--- config.mk ---
export PLATFORM = sky130hd
export DESIGN_NAME = mcd_isqrt
export DESIGN_NICKNAME = d
export VERILOG_FILES = /design/src/mcd_isqrt.sv
export SDC_FILE = /design/constraint.sdc
export NUM_CORES = 1
export LEC_CHECK = 0
export BUFFER_PORTS_ARGS = -buffer_cell sky130_fd_sc_hd__clkbuf_2
export CORE_MARGIN = 4
export CORE_UTILIZATION = 50
export CTS_BUF_LIST = sky130_fd_sc_hd__clkbuf_8
export CTS_CLUSTER_DIAMETER = 30
export DETAILED_ROUTE_END_ITERATION = 10
export PLACE_DENSITY_LB_ADDON = 0.12
export SYNTH_ARGS = -nofsm -noshare
export SYNTH_HDL_FRONTEND = slang
export SYNTH_SLANG_ARGS = --single-unit
--- constraint.sdc ---
create_clock -name clk -period 17 [get_ports clk]
set_clock_uncertainty 0.1 [all_clocks]
set_input_delay 1.7 -clock clk [delete_from_list [all_inputs] [get_ports clk]]
set_output_delay 1.7 -clock clk [all_outputs]
set_load 0.03 [all_outputs]
--- src/mcd_isqrt.sv ---
// multi-cycle integer square root, two result bits per cycle
`timescale 1ns / 1ps
`default_nettype none
module mcd_isqrt (
  input  wire logic        clk,
  input  wire logic        rst,
  input  wire logic        start,
  input  wire logic [32:0] value,
  output logic             done,
  output logic [16:0]      root
);
  logic [33:0] rem, rem_next;
  logic [33:0] res, res_next;
  logic [33:0] bits, bits_next;
  logic busy;
  integer j;

  always_comb begin
    rem_next = rem;
    res_next = res;
    bits_next = bits;
    for (j = 0; j < 2; j++) begin
      if (bits_next != 34'd0) begin
        if (rem_next >= res_next + bits_next) begin
          rem_next = rem_next - (res_next + bits_next);
          res_next = (res_next >> 1) + bits_next;
        end else begin
          res_next = res_next >> 1;
        end
        bits_next = bits_next >> 2;
      end
    end
  end

  always_ff @(posedge clk) begin
    if (rst) begin
      busy <= 1'b0;
      done <= 1'b0;
    end else begin
      done <= 1'b0;
      if (start) begin
        busy <= 1'b1;
        rem <= {1'b0, value};
        res <= 34'd0;
        bits <= 34'h1_0000_0000;
      end else if (busy) begin
        rem <= rem_next;
        res <= res_next;
        bits <= bits_next;
        if (bits_next == 34'd0) begin
          busy <= 1'b0;
          done <= 1'b1;
        end
      end
    end
  end

  assign root = res[16:0];
endmodule
`default_nettype wire

# After elaboration in Yosys (flattened, before gate mapping)
# Index checks and enable logic that the tools add are counted.
# totals
register_bits	104
latch_bits	0
ramBits	0
romBits	0
output_inout_bits	18
wordCells	40
mem_count	0
# op_classes
add_sub_neg	6
multipliers	0
n_div	0
order_cmp	2
n_eq_ne	0
n_shift	0
mux	18
n_bitwise	2
n_reduce_logical	6
# ops
op	count
$mux W34	13
$add A33 B34 Y34	2
$add A34 B34 Y34	2
$ge A34 B34 Y1	2
$reduce_bool A34 Y1	2
$sub A34 B34 Y34	2
$logic_not A34 Y1	1
$mux W33	1
$mux W1	4
$reduce_or A3 Y1	1
$not A1 Y1	2
$reduce_and A2 Y1	1
$reduce_bool A2 Y1	1

# Logic depth before layout (Yosys ltp)
# depth
word_depth	10
ltp_mapped	50
depth_no_buf	45

# Least setup slack after synthesis
# No wires, ideal clock.
# synth_path
kind	register -> register
from	reg bits[0]
to	reg res[20] (data pin)
setup_time_ns	0.270
t_arrival_ns	9.539
required_time_ns	16.630
setup_slack_ns	7.091
stages_incl_launch_ff	48
path_buffers	5
cell_sequence	edfxtp_1 ha_1 inv_1 fa_1 nor2b_1 o31a_1 o2111ai_2 nand4_1 a221o_1 a41o_1 o41a_1 a21o_1 a21oi_1 xor2_1 ha_1 and3_1 clkbuf_1 nand2_1 [12 not listed] o21bai_1 a2111o_1 a32oi_1 a21oi_1 a311oi_1 o21bai_1 a21o_1 xnor2_1 ha_1 a21oi_1 nor2b_1 o21a_1 a211o_1 or2_2 buf_2 clkbuf_1 o311ai_0 a21oi_1
# synth_via
elab_chain_len	9
# synth_rtl
element	line	rtl
from (decl)	14	logic [33:0] bits, bits_next;
from (signal assigned)	49	bits <= bits_next;
$add A34 B34 Y34	24, 25	
$ge A34 B34 Y1	24	if (rem_next >= res_next + bits_next) begin
$mux W34	24	
$mux W34	23	if (bits_next != 34'd0) begin
$add A34 B34 Y34	24	
$ge A34 B34 Y1	24	
$mux W34	24	
$mux W34 *	23	
$mux W34 *	46	end else if (busy) begin
to (signal assigned)	48	res <= res_next;
to (decl)	13	logic [33:0] res, res_next;
# Every way passes the cells marked *; elsewhere a longest branch is shown, timed or not. The select of a mux whose other input is x is not followed.
# A chain may end at the register's enable or synchronous reset.

# Final worst setup path
# layout_path
from	reg bits[0]
to	reg rem[28] (data pin)
# layout_via
elab_chain_len	10
# layout_rtl
element	line	rtl
$add A34 B34 Y34	24, 25	
$ge A34 B34 Y1	24	
$mux W34	24	
$mux W34	23	
$add A34 B34 Y34	24, 25	
$sub A34 B34 Y34 / $ge A34 B34 Y1 (equally long branches)	25, 24	
$mux W34	24	
$mux W34 *	23	
$mux W34 *	46	
$mux W33 *	41	if (start) begin
to (signal assigned)	43	rem <= {1'b0, value};
to (signal assigned)	47	rem <= rem_next;
to (decl)	12	logic [33:0] rem, rem_next;
# Marks and branches as above.

==> run summary <==
The number of buffers inserted by post-CTS setup repair is 0. The number of cells in the finished layout apart from fillers came out at 2,510. The data required time of the worst path came out at 17,190 ps. The number of nets in the finished design is 2,305. The critical-path cell with the highest stage delay is sky130_fd_sc_hd__nand2_2. The synthesized cell area is 16,480 sq um. The post-cts hold buffer count is 0. The capturing element type of the critical path is a flip-flop.

The largest total area in the synthesized netlist belongs to sky130_fd_sc_hd__edfxtp_1. The number of max-cap violations came out at 0. The number of nets still failing antenna checks after routing is 0. Setup violations remaining at the end of the flow were counted as 0. On the critical path the largest part of the delay comes from compound AO/OA/AOI/OAI gates.

The share of synthesized registers carrying an async set or reset came out at 0%. The commonest non-fill, non-tap cell in the layout is sky130_fd_sc_hd__a21oi_1. The count of final max-slew check failures came out at 0. The final standard cell utilization of the core came out at 52.56%.

Ranked by total cell area, the synthesized netlist is headed by sky130_fd_sc_hd__edfxtp_1 (19%), sky130_fd_sc_hd__ha_1 (15%), sky130_fd_sc_hd__a21oi_1 (6.3%). The clock tree from TritonCTS is built. The synthesized design contains 104 register bits. The die footprint is 35,930 sq um.

The fmax came out at 0.08141 GHz. Setup repair after global routing left no endpoint under its margin. The mean cell area of the mapped netlist came out at 7.832 sq um. In this run the worst path has a maximum fanout of 43.

The number of hold-slack violations in the final timing report came out at 0. The post-detailed-route via-to-cell ratio came out at 6.327. The headroom to the max-slew limit came out at 36.39%. After legalization and detailed placement, the total HPWL measured 41,110 um. The number of antenna diodes in the final layout is 0. The flow ran to the end, and the final reports show no timing, DRC or antenna violations.

The detailed-route DRC error count came out at 0. The number of design-rule violations left by the first detailed-router iteration came out at 1,215. The number of global-route vias before repair came to 15.06k. The clock slew seen by the registers of the worst setup and hold paths is 120 ps.

The number of buffers created by CTS is 9. The congestion estimate from routability-driven global placement came to 0.9778. Dividing the final minimum period by the clock period gives 72.25%. The initialized floorplan defines 66 standard-cell rows. The ratio of cells with drive above 1 in the final layout came out at 7.785%. The placed cell count came out at 2,494. The number of iterations in the first detailed-routing pass is 5. After global routing the overflow that remains totals 0.

The tightest min-delay check is of the reg2reg type. The count of synthesis-stage warnings from yosys came out at 0. The horizontal extent of the die is 189.5 um.

The largest net degree at the start of global routing came out at 57. The total non-filler cell area in the finished layout is 17,100 sq um. The insertion delay of the later-clocked pin in the worst-skew pair is 460 ps. The deepest level of the CTS H-tree came out at 3.

The core outline area is 32,540 sq um. The effective utilization at floorplan came out at 50.65%. The overall die height is 189.5 um.

The post-synthesis instance total is 2,104. The accumulated negative setup slack is 0 ps. The number of buffers on the longest clock path came out at 2.

The number of placed I/O pins came out at 54. At the worst endpoint, the arrival time is 12,470 ps. The number of gates given a new drive strength after cts is 0. The synthesized design contains 102 enable-type register cells. The number of antenna violations at the first check in global routing came out at 3.

The area growth from synthesis to final layout came out at 3.774%. The total number of vias came out at 15.88k. The total routing resource utilization after global routing is 28.52%. The class of the most critical setup path is reg2reg. The first global-routing pass estimated 81,590 um of wire. The distinct cell type count of the synthesized netlist is 89. The worst setup path is launched from a flip-flop.

The delay of the slowest cell on the worst path came out at 540 ps. For the finished layout, the period the worst path requires is 12,280 ps. In the synthesized netlist the dominant register cell turns out to be sky130_fd_sc_hd__edfxtp_1. The most prevalent standard cell on the critical path is sky130_fd_sc_hd__a21oi_1.

The clock root buffer master is sky130_fd_sc_hd__clkbuf_8. The sequential cell area fraction in the yosys report is 18.83%. The average wire per standard cell is 20.89 um. The top cell types in the final layout, fill and taps aside, are sky130_fd_sc_hd__a21oi_1 (206), sky130_fd_sc_hd__nand2_1 (202), sky130_fd_sc_hd__ha_1 (200). The aggregate routed wire length is 52,430 um. The number of sinks driven by the clock tree is 104.

Summing all placed instances gives a cell area of 16,890 sq um. The buffer and inverter count on the worst path is 3. The actual transition at the worst max-transition pin came out at 944.1 ps. The number of I/O port buffers is 53.

The share of synthesized area in the top cell type comes to 18.59%.
## path summary, 6_finish.rpt
check,start,to,slack (ps),cells after the start
hold / removal,busy,done,370,1
setup reg to reg,bits[0],rem[28],4720,44
setup / recovery,bits[0],rem[28],4720,44
hold reg to reg,busy,done,370,1
## stage by stage
step           setup WS [ps]  hold WS [ps]
3_3_place_gp            5043         356.0
2_1_floorplan           7091         344.2
5_1_grt                 3666         394.9
3_5_place_dp            4809         357.4
4_1_cts                 4737         375.0
6_report                4717         373.1
## synth_stat cells (all sizes together), types with 7 or more instances
library cell and count:
xor2 76, nor4 14, nor2 173, o31ai 12
buf 41, a221oi 7, a21boi 11, and3 22
o21bai 20, or3 15, edfxtp 102, inv 51
a31oi 41, a211o 11, o22ai 9, or2 11
a311oi 9, a211oi 26, o21a 33, o21ai 145
nor2b 53, and2 11, mux2i 27, nand3 49
mux2 29, a21o 88, nand2b 28, nor3 47
o221a 7, xnor2 98, clkbuf 86, nand2 203
o211ai 25, nand4 29, ha 200, a21oi 207
## kinds of logic (layout without fill, tap and decap cells)
kind of cell / count (synthesis) / after routing / synth area share, %
AO/OA/AOI/OAI: 721 / 721 / 28.50
AND/OR/NAND/NOR: 663 / 663 / 19.13
adder cells (fa/ha/maj): 206 / 206 / 15.91
buffers and inverters: 179 / 139 / 4.730
XOR/XNOR: 174 / 174 / 9.248
flip-flops: 104 / 104 / 18.83
multiplexers: 56 / 56 / 3.622
other: 1 / 5 / 0.02276
## registers in the layout, indices dropped and copies added (netlist names)
signal	flops
bits	34
busy	1
done	1
rem	34
res	34
## per-layer routing
layer  up-vias  wire length, um  track usage, %
met5         -               38               0
met2       573            25110           49.99
met4         6             2273           11.88
li1       7729                -               -
met1      7434            21830           35.07
met3       139             3173           4.257
## final cells by class
class	instances	area, sq um
multi-input combinational	1825	12630
fill	3187	15440
clock buffer	9	123.9
inverter	52	195.2
clock inverter	7	90.09
timing repair buffer	71	400.4
tap	442	553.0
sequential	104	3103
Power is left out: the tool's default activity adds up to more than one toggle a clock period on the data nets, which glitch-free logic cannot reach.
